**src/rtl/core/symbol_tile_cache_lookup_top_defines.svh**
```systemverilog
// Assertion macros for the symbol tile cache lookup RTL.
`ifndef SYMBOL_TILE_CACHE_LOOKUP_TOP_DEFINES_SVH
`define SYMBOL_TILE_CACHE_LOOKUP_TOP_DEFINES_SVH

`ifndef NO_ASSERTIONS
// Property checked at every clock edge outside reset.
`define STC_ASSERT(label, clk, rst_n, prop, msg) \
  label: assert property (@(posedge clk) disable iff (!rst_n) (prop)) else $error(msg);
// Property checked at every clock edge, reset included.
`define STC_ASSERT_ALWAYS(label, clk, prop, msg) \
  label: assert property (@(posedge clk) (prop)) else $error(msg);
`else
`define STC_ASSERT(label, clk, rst_n, prop, msg)
`define STC_ASSERT_ALWAYS(label, clk, prop, msg)
`endif

`endif

```
**src/rtl/core/stc_pkg.sv**
```systemverilog
// Types and constants of the symbol tile cache lookup.
package stc_pkg;

  localparam int unsigned CacheEntriesDflt = 16;

  localparam int unsigned ReqDimW  = 13;
  localparam int unsigned DimW     = 12;
  localparam int unsigned SymbolW  = 16;
  localparam int unsigned StyleW   = 64;
  localparam int unsigned ColorW   = 36;
  localparam int unsigned SlotW    = 4;

  localparam logic [ReqDimW-1:0] DefaultDimCode = '1;

  typedef struct packed {
    logic [DimW-1:0]    size_w;
    logic [DimW-1:0]    size_h;
    logic [SymbolW-1:0] symbol;
    logic [StyleW-1:0]  outline_width;
    logic [StyleW-1:0]  rotation;
    logic [StyleW-1:0]  scale;
    logic [ColorW-1:0]  color_fill;
    logic [ColorW-1:0]  color_back;
    logic [ColorW-1:0]  color_outline;
  } key_t;

  typedef struct packed {
    logic             hit;
    logic [SlotW-1:0] slot;
    logic             evicted;
    logic [DimW-1:0]  used_width;
    logic [DimW-1:0]  used_height;
  } rsp_t;

  typedef enum logic [1:0] {
    StIdle,
    StSearch,
    StDone
  } ctrl_state_e;

endpackage

```
**src/rtl/core/stc_key_resolve.sv**
```systemverilog
// Tile size resolution and assembly of the lookup key from a request beat.
module stc_key_resolve (
  input  logic signed [stc_pkg::ReqDimW-1:0] tile_width_i,
  input  logic signed [stc_pkg::ReqDimW-1:0] tile_height_i,
  input  logic        [stc_pkg::SymbolW-1:0] symbol_id_i,
  input  logic        [stc_pkg::DimW-1:0]    symbol_size_x_i,
  input  logic        [stc_pkg::DimW-1:0]    symbol_size_y_i,
  input  logic        [stc_pkg::StyleW-1:0]  outline_width_bits_i,
  input  logic        [stc_pkg::StyleW-1:0]  rotation_bits_i,
  input  logic        [stc_pkg::StyleW-1:0]  scale_bits_i,
  input  logic        [stc_pkg::ColorW-1:0]  fill_color_i,
  input  logic        [stc_pkg::ColorW-1:0]  background_color_i,
  input  logic        [stc_pkg::ColorW-1:0]  outline_color_i,
  output stc_pkg::key_t                      key_o
);

  logic                       use_default;
  logic [stc_pkg::DimW-1:0]   natural_max;
  logic [stc_pkg::DimW-1:0]   width_clamped;
  logic [stc_pkg::DimW-1:0]   height_clamped;

  always_comb begin
    use_default = (tile_width_i == stc_pkg::DefaultDimCode) ||
                  (tile_height_i == stc_pkg::DefaultDimCode);
    natural_max = (symbol_size_x_i > symbol_size_y_i) ? symbol_size_x_i : symbol_size_y_i;
    // Negative requests other than the default code saturate to zero.
    width_clamped  = tile_width_i[stc_pkg::ReqDimW-1] ? '0
                                                      : tile_width_i[stc_pkg::DimW-1:0];
    height_clamped = tile_height_i[stc_pkg::ReqDimW-1] ? '0
                                                       : tile_height_i[stc_pkg::DimW-1:0];

    key_o.size_w        = use_default ? natural_max : width_clamped;
    key_o.size_h        = use_default ? natural_max : height_clamped;
    key_o.symbol        = symbol_id_i;
    key_o.outline_width = outline_width_bits_i;
    key_o.rotation      = rotation_bits_i;
    key_o.scale         = scale_bits_i;
    key_o.color_fill    = fill_color_i;
    key_o.color_back    = background_color_i;
    key_o.color_outline = outline_color_i;
  end

endmodule

```
**config.mk**
```make
export PLATFORM = sky130hd
export DESIGN_NAME = stc_key_resolve
export DESIGN_NICKNAME = d
export VERILOG_FILES = /design/src/rtl/core/symbol_tile_cache_lookup_top_defines.svh /design/src/rtl/core/stc_pkg.sv /design/src/rtl/core/stc_key_resolve.sv
export SDC_FILE = /design/constraint.sdc
export NUM_CORES = 1
export LEC_CHECK = 0
export ABC_AREA = 1
export BUFFER_PORTS_ARGS = -buffer_cell sky130_fd_sc_hd__buf_2
export CORE_AREA = 2 2 271 273
export DETAILED_ROUTE_END_ITERATION = 6
export DIE_AREA = 0 0 273 275
export SLEW_MARGIN = 10
export SYNTH_ARGS = -nofsm -noshare
export SYNTH_HDL_FRONTEND = slang
export SYNTH_SLANG_ARGS = --single-unit
```
**constraint.sdc**
```tcl
create_clock -name vclk -period 3.6
set_input_delay 0.9 -clock vclk [all_inputs]
set_output_delay 0.9 -clock vclk [all_outputs]
set_load 0.005 [all_outputs]
```
==> results of run 1 <==
## per-stage QoR
step / instance area (um^2) / setup TNS, ns
after floorplan: 3227 / 0
after global placement: 2604 / -1.337
after detailed placement: 2604 / -0.7116
after CTS: 2676 / 0
after global routing: 2799 / -0.08244
final: 2801 / 0
## per-layer routing
metal  global-route usage  routed length (um)
met1              0.04196                5898
met2              0.08396                9256
met3              0.03936                4214
met4              0.06701                3355
met5                    0                   8
## cell type report
cell class	instances	area, um^2	area share
Antenna cell	1	2.502	0.0008933
Inverter	33	123.9	0.04422
Multi-Input combinational cell	139	847.1	0.3024
Tap cell	959	1200	0.4283
Timing Repair Buffer	105	628.1	0.2242
## logic make-up after synthesis
family                     Yosys count
AOI/OAI and AO/OA                    4
buffers and inverters              355
and+or+nand+nor                    123
adders and majority gates           12
## how the worst min path moves through the flow
stage | endpoint | slack, ns | cells past startpoint
floorplan | key_o[0] | 1.88 | 1
global placement | key_o[114] | 1.80 | 0
detailed placement | key_o[114] | 1.80 | 0
CTS | key_o[114] | 1.80 | 0
global route | key_o[113] | 1.80 | 0
finish | key_o[109] | 1.80 | 0
## what timing repair did
item                                    CTS  global route
buffers inserted                          1             1
resized for setup                        10            28
pin swaps                                 0             5
endpoints found under the setup margin    5            21
## layout by cell type, fill, tap and decap left out
cell type  netlist  final
nand2_1         80     72
buf_2            4     72
buf_4          317     30
inv_1           33     23
nand3_1         26     22
inv_2            0     10
nand2_2          1      8
nor2_1           8      7
ha_4             0      7
nand4_1          6      6
ha_1            12      5
a21oi_1          3      3
nand3_2          1      3
nand3_4          0      2
buf_6            1      2
diode_2          0      1
a21o_1           1      1
nor2_2           0      1
nor3_2           0      1
nand2_4          0      1
buf_12           0      1
## where the power goes
group	total, W	switching [W]	leakage (nW)	internal, W
clock	0.0000000000248	0	0.00000634	0.0000000000248
combinational	0.000211	0.000120	1.07	0.0000902
sequential	0	0	0	0
total	0.000211	0.000120	1.07	0.0000902
==> run metrics, run 1 <==
status complete, no violations; FF+latch area 0 um^2; top post-synthesis cells by count 317 x buf_4, 80 x nand2_1, 33 x inv_1; complex-gate fraction of the synthesized area 0.006979; post-route setup slack 0.06811 ns; starting density of the core 0.04461; Lkg Pwr 1.073 nW; worst path bufs/invs 4; RSZ-0062 raised after global routing true; share of cells above drive strength 1 0.4982; Worst path slowest cell ha_4; HP Start scale_bits_i[1]; Synth area leader buf_4; pre-CTS setup slack -0.3326 ns; Largest delay share family, worst path simple AND/OR/NAND/NOR gates; critical path capture point type primary output; crit path launch symbol_size_y_i[6]; Critical Path Stages 13; area grow syn2layout -13.18%; Fin Hold WS 1.800 ns; Final Critical Period 3.532 ns; critical path's most frequent cell nand2_1; actual slew at the worst max-slew pin 0.2620 ns; critical path arrival 2.63 ns; crit share post-route 0.9811; FMAX 283.1 MHz; Power per Cell Area 75.20 nW/um^2; first-pass GRT wire length 26210 um; syn nets 872; crit path max fanout 5; CP Class input pin to primary output; DIE AREA 75080 um^2; Slew HR 0.8248; DR vias 2162; drt drc 0; final WL 22730 um; IO Pins 706; drt first-iter violations 66; post-cts hold buffer count 0; post-synthesis xor/xnor area fraction 0; Seq/Total Area, Yosys 0; 1st-pass router iterations 5; final hold vios 0; Max-Cap Viols 0; die height 275 um; wire per inst 18.38 um; hold crit path type input pin to primary output; Fill cells 8676; Crit path required time 2.70 ns; CP Cell Sequence buf_2 -> inv_2 -> ha_4 -> nand4_1 -> nor2_1 -> nand2_1 -> nand3_4 -> nand2_4 -> buf_4 -> nand2_1 -> nand3_2 -> nand2_1 -> buf_2; CLK BUF 0; multiplexer share of the synthesized area 0; core area 72340 um^2; Final setup viols 0; total chip power 0.0002107 W; Startpoint Class input pin; pin count of the biggest net entering global routing 10; Synth warnings 0; gr ovfl total 0; Post-Synth Adder-Cell Area 0.04653; Syn Inst Count 494; initial antenna violation count 20; most common cell in the synthesized netlist buf_4; vias in the first global route 2355; Yosys cell types 14; Seq Cell Count 0; worst IR drop on VDD 37.80 uV; Via density 1.748; Max Slew Vio Count 0; mapped cell area 3227 um^2; GRT Total Usage 0.05502; port buffer count 74; Std-Cell Rows 99; Inst Count DP 1234; Die X 273 um; utilization after layout 0.03873; Nets 657; Layout Cells excl Fill 1237; largest cells by area after synthesis buf_4 74%, nand2_1 9.3%, ha_1 4.7%; last element of the critical path key_o[334]; Synth Area in Simple Gates 0.1609; Post-DP HPWL 20360 um; Post-DRT Antenna Nets 0; main combinational cell family by area after synthesis buffers and inverters; share of the synthesized area in the top cell type 0.7375; placer congestion estimate 0.6435; Crit path largest cell delay 0.27 ns; Synth Area per Inst 6.532 um^2
Note: power is estimated with default switching activity, not from simulation.
==> run 2, diff against run 1 <==
--- a/config.mk
+++ b/config.mk
@@ -5,11 +5,10 @@
 export SDC_FILE = /design/constraint.sdc
 export NUM_CORES = 1
 export LEC_CHECK = 0
-export ABC_AREA = 1
 export BUFFER_PORTS_ARGS = -buffer_cell sky130_fd_sc_hd__buf_2
-export CORE_AREA = 2 2 271 273
+export CORE_AREA = 2 2 272 274
 export DETAILED_ROUTE_END_ITERATION = 6
-export DIE_AREA = 0 0 273 275
+export DIE_AREA = 0 0 274 276
 export SLEW_MARGIN = 10
 export SYNTH_ARGS = -nofsm -noshare
 export SYNTH_HDL_FRONTEND = slang
==> constraint.sdc (replaced) <==
create_clock -name vclk -period 4.2
set_input_delay 1.05 -clock vclk [all_inputs]
set_output_delay 1.05 -clock vclk [all_outputs]
set_load 0.005 [all_outputs]
==> run metrics, run 2 <==
Nets 645 (-1.8%); Yosys cell types 27 (+13); Largest delay share family, worst path buffers and inverters; final hold vios 0 (unchanged); crit share post-route 0.9875; initial antenna violation count 9 (-55%); worst path bufs/invs 5 (+1); CP Cell Sequence buf_2 -> inv_2 -> ha_4 -> nand4_1 -> buf_4 -> or3_4 -> buf_12 -> nor2_1 -> a31oi_1 -> o211ai_1 -> buf_2; syn nets 849 (-2.6%); Die X 274 um (+0.37%); Hold Crit Depth 0 (unchanged); Fin Hold WS 2.100 ns (+0.3000 ns); Worst path slowest cell or3_4; critical path's most frequent cell buf_2; critical path arrival 3.10 ns (+0.47 ns); share of cells above drive strength 1 0.5774 (+0.07916); first-pass GRT wire length 29520 um (+13%); most common cell in the synthesized netlist buf_4; core area 72590 um^2 (+0.34%); Via density 1.961 (+12%); drt first-iter violations 123 (+86%); FF+latch area 0 um^2 (unchanged); drt drc 0 (unchanged); die height 276 um (+0.36%); mapped cell area 3443 um^2 (+6.7%); crit path max fanout 18 (+13); Final Critical Period 4.148 ns; CLK BUF 0 (unchanged); commonest non-fill, non-tap cell in the layout buf_2; IO Pins 706 (unchanged); Slew HR 0.7992 (-0.02560); share of the synthesized area in the top cell type 0.6890 (-0.04854); Crit path largest cell delay 0.39 ns (+0.12 ns); critical path capture point type primary output; vias in the first global route 2593 (+10%); setup TNS 0 ns (unchanged); CP Class input pin to primary output; gr ovfl total 0 (unchanged); Std-Cell Rows 99 (unchanged); actual slew at the worst max-slew pin 0.2998 ns (+0.03781 ns); Max Slew Vio Count 0 (unchanged); HP Start scale_bits_i[21]; Post-DP HPWL 22450 um (+10%); placer congestion estimate 0.6487 (+0.81%); Post-DRT Antenna Nets 0 (unchanged); commonest cells after routing, fill and taps aside 74 x buf_2, 44 x buf_4, 24 x nand3b_1; Seq/Total Area, Yosys 0 (unchanged); DR vias 2404 (+11%); status complete, no violations; FMAX 241.1 MHz; hold path endpoint key_o[129]; area grow syn2layout -7.849%; largest cells by area after synthesis buf_4 69%, nand3b_1 5.2%, o211ai_1 5.0%; wire per inst 20.71 um (+13%); Max-Cap Viols 0 (unchanged); Crit path required time 3.15 ns (+0.45 ns); port buffer count 74 (unchanged); starting density of the core 0.04744 (+0.002830); 1st-pass router iterations 4 (-1); hold crit path type input pin to primary output; Syn Inst Count 471 (-4.7%); Synth warnings 0 (unchanged); Synth area leader buf_4; pin count of the biggest net entering global routing 20 (+10); Seq Cell Count 0 (unchanged); Startpoint Class input pin; DIE AREA 75620 um^2 (+0.73%); top post-synthesis cells by count 316 x buf_4, 24 x nand3b_1, 23 x o211ai_1; GRT Total Usage 0.06155 (+0.006534); final WL 25390 um (+12%); Synth Area per Inst 7.311 um^2 (+12%); Final setup viols 0 (unchanged)
[run 2: per-stage QoR]
step	util	instances	worst slack, ns	cell area [um^2]
after floorplan	-	471	0.6015	3443
after global placement	0.04111	1223	-0.2302	2984
after detailed placement	0.04111	1223	-0.1901	2984
after CTS	0.04232	1223	0.003400	3072
after global routing	0.04364	1224	-0.006894	3168
final	0.04371	1226	0.05239	3173
[run 2: what timing repair did]
action,CTS,global route
gates resized for setup,14,19
setup endpoints to repair,24,24
endpoints found under the hold margin,0,0
buffers inserted,0,1
pin swaps,1,5
hold buffers,0,0
[run 2: cells by family after synthesis]
group	Yosys count	synth area share
simple gates	57	0.1021
buf+inv	344	0.7271
compound gates	58	0.1272
fa+ha+maj	12	0.04360
[run 2: cell type report]
type | instances | area (um^2)
multi-input combinational | 127 | 1105
fill | 8722 | 69410
antenna | 2 | 5.005
tap | 959 | 1200
timing repair buffer | 125 | 814.5
inverter | 13 | 48.80
[run 2: layer usage]
layer / global-route usage / part of all wire / wire, um
met1: 0.06852 / 0.36 / 9130
met2: 0.07738 / 0.34 / 8687
met3: 0.02718 / 0.14 / 3646
met4: 0.07748 / 0.15 / 3893
met5: 0 / 0.0011 / 27
[run 2: how the worst max path moves through the flow]
stage / slack (ns) / endpoint / startpoint / cells after the start
after floorplan: 0.60 / key_o[329] / symbol_size_y_i[7] / 8
after global placement: -0.23 / key_o[322] / symbol_size_y_i[9] / 12
after detailed placement: -0.19 / key_o[322] / symbol_size_y_i[9] / 12
after CTS: 0.003 / key_o[331] / symbol_size_y_i[10] / 11
after global routing: -0.007 / key_o[331] / symbol_size_y_i[7] / 12
final: 0.05 / key_o[337] / symbol_size_y_i[9] / 11
