$ cat src/rtl/core/symbol_tile_cache_lookup_top_defines.svh
// Assertion macros for the symbol tile cache lookup RTL.
`ifndef SYMBOL_TILE_CACHE_LOOKUP_TOP_DEFINES_SVH
`define SYMBOL_TILE_CACHE_LOOKUP_TOP_DEFINES_SVH

`ifndef NO_ASSERTIONS
// Property checked at every clock edge outside reset.
`define STC_ASSERT(label, clk, rst_n, prop, msg) \
  label: assert property (@(posedge clk) disable iff (!rst_n) (prop)) else $error(msg);
// Property checked at every clock edge, reset included.
`define STC_ASSERT_ALWAYS(label, clk, prop, msg) \
  label: assert property (@(posedge clk) (prop)) else $error(msg);
`else
`define STC_ASSERT(label, clk, rst_n, prop, msg)
`define STC_ASSERT_ALWAYS(label, clk, prop, msg)
`endif

`endif

$ cat src/rtl/core/stc_pkg.sv
// Types and constants of the symbol tile cache lookup.
package stc_pkg;

  localparam int unsigned CacheEntriesDflt = 16;

  localparam int unsigned ReqDimW  = 13;
  localparam int unsigned DimW     = 12;
  localparam int unsigned SymbolW  = 16;
  localparam int unsigned StyleW   = 64;
  localparam int unsigned ColorW   = 36;
  localparam int unsigned SlotW    = 4;

  localparam logic [ReqDimW-1:0] DefaultDimCode = '1;

  typedef struct packed {
    logic [DimW-1:0]    size_w;
    logic [DimW-1:0]    size_h;
    logic [SymbolW-1:0] symbol;
    logic [StyleW-1:0]  outline_width;
    logic [StyleW-1:0]  rotation;
    logic [StyleW-1:0]  scale;
    logic [ColorW-1:0]  color_fill;
    logic [ColorW-1:0]  color_back;
    logic [ColorW-1:0]  color_outline;
  } key_t;

  typedef struct packed {
    logic             hit;
    logic [SlotW-1:0] slot;
    logic             evicted;
    logic [DimW-1:0]  used_width;
    logic [DimW-1:0]  used_height;
  } rsp_t;

  typedef enum logic [1:0] {
    StIdle,
    StSearch,
    StDone
  } ctrl_state_e;

endpackage

$ cat src/rtl/core/stc_ctrl.sv
// Lookup sequencer: sweeps the tag store, allocates on a miss and holds the result beat.
`include "symbol_tile_cache_lookup_top_defines.svh"

module stc_ctrl #(
  parameter  int unsigned CacheEntries = stc_pkg::CacheEntriesDflt,
  localparam int unsigned IdxW         = (CacheEntries > 1) ? $clog2(CacheEntries) : 1,
  localparam int unsigned CntW         = $clog2(CacheEntries + 1)
) (
  input  logic             clk_i,
  input  logic             rst_ni,
  input  logic             in_valid_i,
  output logic             in_ready_o,
  input  stc_pkg::key_t    in_key_i,
  output logic             out_valid_o,
  input  logic             out_ready_i,
  output stc_pkg::rsp_t    out_rsp_o,
  output logic             mem_rd_en_o,
  output logic [IdxW-1:0]  mem_rd_addr_o,
  input  stc_pkg::key_t    mem_rd_data_i,
  output logic             mem_wr_en_o,
  output logic [IdxW-1:0]  mem_wr_addr_o,
  output stc_pkg::key_t    mem_wr_data_o
);

  localparam logic [CntW-1:0] FullCount = CntW'(CacheEntries);
  localparam logic [IdxW-1:0] LastIdx   = IdxW'(CacheEntries - 1);

  stc_pkg::ctrl_state_e state_q, state_d;
  stc_pkg::key_t        key_q, key_d;
  stc_pkg::rsp_t        rsp_q, rsp_d;
  logic [CntW-1:0]      rd_cnt_q, rd_cnt_d;
  logic [CntW-1:0]      fill_q, fill_d;
  logic [IdxW-1:0]      oldest_q, oldest_d;
  logic [IdxW-1:0]      cmp_idx_q, cmp_idx_d;
  logic [IdxW-1:0]      slot_q, slot_d;
  logic                 cmp_vld_q, cmp_vld_d;
  logic                 hit_q, hit_d;
  logic                 evict_q, evict_d;
  logic                 out_vld_q, out_vld_d;

  logic                 issue;
  logic                 match;
  logic                 full;
  logic                 miss;
  logic                 out_free;
  logic [IdxW-1:0]      alloc_idx;

  assign issue     = (state_q == stc_pkg::StSearch) && (rd_cnt_q < fill_q);
  assign match     = (state_q == stc_pkg::StSearch) && cmp_vld_q && (mem_rd_data_i == key_q);
  assign full      = (fill_q == FullCount);
  assign miss      = (state_q == stc_pkg::StSearch) && !issue && !match;
  assign out_free  = !out_vld_q || out_ready_i;
  assign alloc_idx = full ? oldest_q : fill_q[IdxW-1:0];

  always_comb begin
    state_d = state_q;
    unique case (state_q)
      stc_pkg::StIdle: begin
        if (in_valid_i) begin
          state_d = stc_pkg::StSearch;
        end
      end
      stc_pkg::StSearch: begin
        if (match || !issue) begin
          state_d = stc_pkg::StDone;
        end
      end
      stc_pkg::StDone: begin
        if (out_free) begin
          state_d = stc_pkg::StIdle;
        end
      end
      default: state_d = stc_pkg::StIdle;
    endcase
  end

  always_comb begin
    in_ready_o    = (state_q == stc_pkg::StIdle);
    mem_rd_en_o   = issue;
    mem_rd_addr_o = rd_cnt_q[IdxW-1:0];
    mem_wr_en_o   = miss;
    mem_wr_addr_o = alloc_idx;
    mem_wr_data_o = key_q;
    out_valid_o   = out_vld_q;
    out_rsp_o     = rsp_q;
  end

  always_comb begin
    key_d     = key_q;
    rsp_d     = rsp_q;
    rd_cnt_d  = rd_cnt_q;
    fill_d    = fill_q;
    oldest_d  = oldest_q;
    cmp_idx_d = cmp_idx_q;
    cmp_vld_d = 1'b0;
    slot_d    = slot_q;
    hit_d     = hit_q;
    evict_d   = evict_q;
    out_vld_d = out_vld_q && !out_ready_i;

    unique case (state_q)
      stc_pkg::StIdle: begin
        if (in_valid_i) begin
          key_d    = in_key_i;
          rd_cnt_d = '0;
        end
      end
      stc_pkg::StSearch: begin
        cmp_vld_d = issue;
        cmp_idx_d = rd_cnt_q[IdxW-1:0];
        if (issue) begin
          rd_cnt_d = rd_cnt_q + CntW'(1);
        end
        if (match) begin
          hit_d   = 1'b1;
          evict_d = 1'b0;
          slot_d  = cmp_idx_q;
        end else if (!issue) begin
          hit_d   = 1'b0;
          evict_d = full;
          slot_d  = alloc_idx;
          if (full) begin
            oldest_d = (oldest_q == LastIdx) ? '0 : oldest_q + IdxW'(1);
          end else begin
            fill_d = fill_q + CntW'(1);
          end
        end
      end
      stc_pkg::StDone: begin
        if (out_free) begin
          out_vld_d         = 1'b1;
          rsp_d.hit         = hit_q;
          rsp_d.slot        = stc_pkg::SlotW'(slot_q);
          rsp_d.evicted     = evict_q;
          rsp_d.used_width  = key_q.size_w;
          rsp_d.used_height = key_q.size_h;
        end
      end
      default: begin
        cmp_vld_d = 1'b0;
      end
    endcase
  end

  always_ff @(posedge clk_i or negedge rst_ni) begin
    if (!rst_ni) begin
      state_q   <= stc_pkg::StIdle;
      rd_cnt_q  <= '0;
      fill_q    <= '0;
      oldest_q  <= '0;
      cmp_vld_q <= 1'b0;
      out_vld_q <= 1'b0;
    end else begin
      state_q   <= state_d;
      rd_cnt_q  <= rd_cnt_d;
      fill_q    <= fill_d;
      oldest_q  <= oldest_d;
      cmp_vld_q <= cmp_vld_d;
      out_vld_q <= out_vld_d;
    end
  end

  always_ff @(posedge clk_i) begin
    key_q     <= key_d;
    rsp_q     <= rsp_d;
    cmp_idx_q <= cmp_idx_d;
    slot_q    <= slot_d;
    hit_q     <= hit_d;
    evict_q   <= evict_d;
  end

  // The fill count never passes the number of entries.
  `STC_ASSERT_ALWAYS(a_fill_bound, clk_i, !rst_ni || (fill_q <= FullCount), "fill count overflow")
  // The replacement pointer only moves once the store is full.
  `STC_ASSERT(a_oldest_full, clk_i, rst_ni, (oldest_q != $past(oldest_q)) |-> full, "oldest slot moved before full")
  // A tag write happens only at the end of a sweep that found no match.
  `STC_ASSERT(a_write_miss, clk_i, rst_ni, mem_wr_en_o |=> (state_q == stc_pkg::StDone) && !hit_q, "tag write without miss")
  // A hit always points at a slot that was filled.
  `STC_ASSERT(a_hit_valid, clk_i, rst_ni, ((state_q == stc_pkg::StDone) && hit_q) |-> (CntW'(slot_q) < fill_q), "hit on an empty slot")
  // An eviction is reported only while the store is full.
  `STC_ASSERT(a_evict_full, clk_i, rst_ni, ((state_q == stc_pkg::StDone) && evict_q) |-> full, "eviction while not full")

endmodule
$ cat config.mk
export PLATFORM = sky130hd
export DESIGN_NAME = stc_ctrl
export DESIGN_NICKNAME = d
export VERILOG_FILES = /design/src/rtl/core/stc_pkg.sv /design/src/rtl/core/stc_ctrl.sv
export VERILOG_INCLUDE_DIRS = /design/src /design/src/rtl/core
export SDC_FILE = /design/constraint.sdc
export NUM_CORES = 1
export LEC_CHECK = 0
export ABC_AREA = 1
export BUFFER_PORTS_ARGS = -buffer_cell sky130_fd_sc_hd__buf_2
export CAP_MARGIN = 20
export CORE_AREA = 2 2 419 421
export DETAILED_ROUTE_END_ITERATION = 7
export DIE_AREA = 0 0 421 423
export REMOVE_ABC_BUFFERS = 1
export SYNTH_ARGS = -nofsm -noshare
export SYNTH_HDL_FRONTEND = slang
export SYNTH_SLANG_ARGS = --single-unit
$ cat constraint.sdc
create_clock -name clk_i -period 7.8 [get_ports clk_i]
set_input_delay 0.39 -clock clk_i [delete_from_list [all_inputs] [get_ports clk_i]]
set_output_delay 0.39 -clock clk_i [all_outputs]
set_load 0.01 [all_outputs]
==> results.tsv <==
stage	metric	value	unit
cts	Root Driver	clkbuf_16	
outcome	status	finished clean	
power	Sequential Power Share	36.4	%
cts	clk_lat worst skew	0.72	ns
floorplan	height of the die	423	um
floorplan	Core ar.	173000	um^2
cts	PostCTS Resize Cnt	0	
setup_path	r2r worst-path depth	11	
drt	1st-pass router iterations	6	
finish	multi-input logic area	6500	um^2
global_routing	global-route wire length before repair	230000	um
flow_run	max_cap viols	0	
yosys	post-synthesis mux area share	0	%
worst_hold_path	worst hold path type	input pin to asynchronous set/reset pin	
yosys	YS warnings	0	
power	Int Pwr	0.00553	W
sta	Final Hold Vio Count	0	
sta	min Tclk post-route	4.46	ns
sta	final slew viol count	0	
yosys	mapped cell area	19700	um^2
finish	fillcell total	19268	
drt	Vias/cell	3.57	
power	total power	0.00942	W
setup_path	RR Endpoint	hit_q	
cts	CTS H-Tree Depth	2	
power	combinational share of power	31.9	%
yosys	Post-Synth Adder-Cell Area	0.508	%
global_routing	initial antenna violation count	83	
power	PD cells	280	nW/um^2
floorplan	row cnt	153	
drt	Vias	21615	
power	Leak	15.7	nW
sta	RSZ-0062 raised after global routing	false	
setup_path	R2R Path Start	mem_wr_data_o[64]	
sta	part of the cycle the worst path needs	57.2	%
finish	ratio of cells with drive above 1 in the final layout	32.7	%
sta	Final Skew	0.0319	ns
yosys	largest family of logic cells by synthesized area	simple AND/OR/NAND/NOR gates	
floorplan	Die W	421	um
yosys	Compound-Gate Fraction of Synth Area	0.584	%
placed_design	Post-DP Area	28100	um^2
setup_path	worst path arrival time	4.07	ns
cts	TritonCTS buffer count	59	
setup_path	WP data required	7.41	ns
yosys	library cells used by synthesis	35	
power	worst vdd rail ir drop	200	uV
setup_path	Setup CP Type	flip-flop to output port	
yosys	Synth Area in Simple Gates	25.1	%
drt	DRT iter0 DRCs	1896	
placed_design	# placed instances	5577	
cts	clk buf depth	3	
yosys	xor and xnor area share after synthesis	6.40	%
finish	Final Instance Area	33700	um^2
sta	relative slew slack	24.0	%
yosys	sequential area share after synthesis	60.2	%
cts	Post-CTS Hold Buffers	342	
drt	Post-Route WL	188000	um
yosys	synthesized instance count	2174	
global_routing	number of global-route vias before repair	21297	
setup_path	crit path to	mem_wr_en_o	
setup_path	Crit. Startpoint	mem_wr_data_o[64]	
sta	FMAX	224	MHz
finish	Register Area	11900	um^2
setup_path	crit path capture type	output port	
floorplan	Initial Utilization	11.4	%
power	switching share of power	41.3	%
sta	Slew @ Worst Pin	1.13	ns
finish	layout overhead on the synthesized area	71.1	%
setup_path	crit path max fanout	22	
cts	TritonCTS clock tree	yes	
yosys	flip-flop and latch count after synthesis	398	
finish	# nets final	4347	
finish	final std cells w/o fill	6062	
placed_design	port bufs	1065	
placed_design	Final Wtd Congestion	1.02	
global_routing	pin count of the biggest net entering global routing	131	
floorplan	DIE AREA	178000	um^2
yosys	Syn Area/Cell	9.06	um^2
cts	clk sinks	398	
floorplan	I/O Pins	1066	
drt	post-route ant nets	0	
global_routing	GRT Util Overall	20.3	%
power	Net Sw Power	0.00389	W
cts	Reg clk slew, reported paths	0.06	ns
cts	# Post-CTS Setup Buffers	0	
setup_path	reg2reg setup slack	4.05	ns
drt	routed len/inst	31.0	um
drt	DRC	0	
setup_path	Worst setup SP type	flip-flop	
power	clock share of power	31.7	%
global_routing	remaining global-route overflow	0	
sta	setup violators final	0	
placed_design	hpwl dp	166000	um
-- metrics by stage --
stage / hold WS (ns) / setup TNS, ns / setup WS [ns] / util (%)
floorplan: 0.0944 / -82.36 / -0.242 / -
CTS: 0.143 / 0 / 3.16 / 19.4
global route: 0.229 / 0 / 3.13 / 19.4
global placement: 0.433 / 0 / 3.87 / 16.2
finish: 0.220 / 0 / 3.34 / 19.5
detailed placement: 0.418 / 0 / 3.87 / 16.2
-- cells by family (layout without fill, tap and decap cells) --
kind of cell	count (synthesis)	in the layout
flip-flops	398	398
AO/OA/AOI/OAI	20	20
buffers and inverters	365	1896
AND/OR/NAND/NOR	1239	1239
adder cells (fa/ha/maj)	8	8
XOR/XNOR	144	144
other	0	32
-- state kept, by name (all words and copies together), names as in the netlist --
| name | cells |
|---|---|
| mem_wr_data_o | 340 |
| out_rsp_o | 30 |
| fill_q | 5 |
| rd_cnt_q | 5 |
| cmp_idx_q | 4 |
| oldest_q | 4 |
| slot_q | 4 |
| state_q | 2 |
| cmp_vld_q | 1 |
| evict_q | 1 |
| hit_q | 1 |
| out_valid_o | 1 |
-- cells in the final DEF (no fill, tap or decap), types with 16 or more instances in the layout --
cell	n
buf_2	1067
edfxtp_1	380
buf_4	16
xnor2_1	43
dfrtp_1	18
nand2_1	631
clkbuf_16	60
nand4_1	33
nand3_1	30
inv_1	351
xor2_1	99
diode_2	32
nor2_1	481
dlygate4sd3_1	342
-- worst max-delay path: stages (launching register included) --
cell and delay, ns:
edfxtp_1 0.41, xnor2_1 0.85, nand2_1 0.13, nor2_1 0.34, nand2_1 0.09, nor2_1 0.17, nand2_1 0.12, nor2_4 0.22
nand3_2 0.53, nand2_1 0.23, inv_1 0.09, buf_2 0.15
-- power by group through the flow --
stage	Sequential (W)	Combinational, W	Clock [W]
4_1_cts	0.00343	0.00310	0.00308
3_5_place_dp	0.00346	0.00294	0
5_1_grt	0.00347	0.00324	0.00313
2_1_floorplan	0.00355	0.000862	0
3_3_place_gp	0.00346	0.00294	0
6_report	0.00343	0.00300	0.00299
-- synth_stat cells --
library cell | instances | share of area, %
edfxtp_1 | 380 | 58
nor3b_1 | 2 | 0.076
clkbuf_1 | 1 | 0.019
a21oi_1 | 9 | 0.23
nand4_1 | 33 | 1.0
inv_1 | 352 | 6.7
buf_2 | 1 | 0.025
nand2_2 | 6 | 0.19
nand3_2 | 2 | 0.10
o21ai_0 | 7 | 0.18
inv_4 | 1 | 0.032
nand3_1 | 30 | 0.76
a21oi_2 | 1 | 0.044
xor2_1 | 100 | 4.4
nor2_4 | 1 | 0.057
dfrtp_1 | 18 | 2.3
ha_1 | 8 | 0.51
nor2_2 | 4 | 0.13
nand2_1 | 631 | 12
nand2b_1 | 1 | 0.032
nor4b_1 | 1 | 0.044
nor2_1 | 482 | 9.2
or2_2 | 2 | 0.064
o211a_1 | 1 | 0.051
nand3b_1 | 11 | 0.42
inv_2 | 4 | 0.076
buf_6 | 2 | 0.11
a21boi_0 | 1 | 0.038
nor4_1 | 21 | 0.67
xnor2_1 | 44 | 2.0
nand2_4 | 1 | 0.057
o2111ai_1 | 1 | 0.044
nor3_1 | 10 | 0.25
and3_1 | 1 | 0.032
buf_4 | 4 | 0.15
-- layer usage --
metal	track usage (%)	vias to the layer above	wire length [um]	share of wire [%]
li1	-	9829	-	-
met1	21.6	10350	66100	35
met2	37.1	1156	96000	51
met3	6.31	276	17200	9.2
met4	8.00	4	8360	4.5
met5	0	-	29	0.015
-- worst min-delay path by stage --
stage / startpoint / endpoint / slack, ns / cells after the start
2_1_floorplan: rst_ni / cmp_vld_q / 0.09 / 0
3_3_place_gp: rst_ni / state_q[0] / 0.43 / 1
3_5_place_dp: rst_ni / out_valid_o / 0.42 / 1
4_1_cts: rst_ni / fill_q[1] / 0.14 / 2
5_1_grt: rst_ni / rd_cnt_q[2] / 0.23 / 2
6_report: rst_ni / rd_cnt_q[2] / 0.22 / 2
-- area by class of cell --
cell class | instances | area share (%)
inverters | 357 | 4.01
clock inverters | 43 | 1.59
clock buffers | 68 | 4.54
multi-input cells | 1411 | 19.3
repair buffers | 1428 | 26.5
well taps | 2325 | 8.63
diodes | 32 | 0.238
flip-flops and latches | 398 | 35.2
No activity file was read; power rests on OpenSTA's default activity.
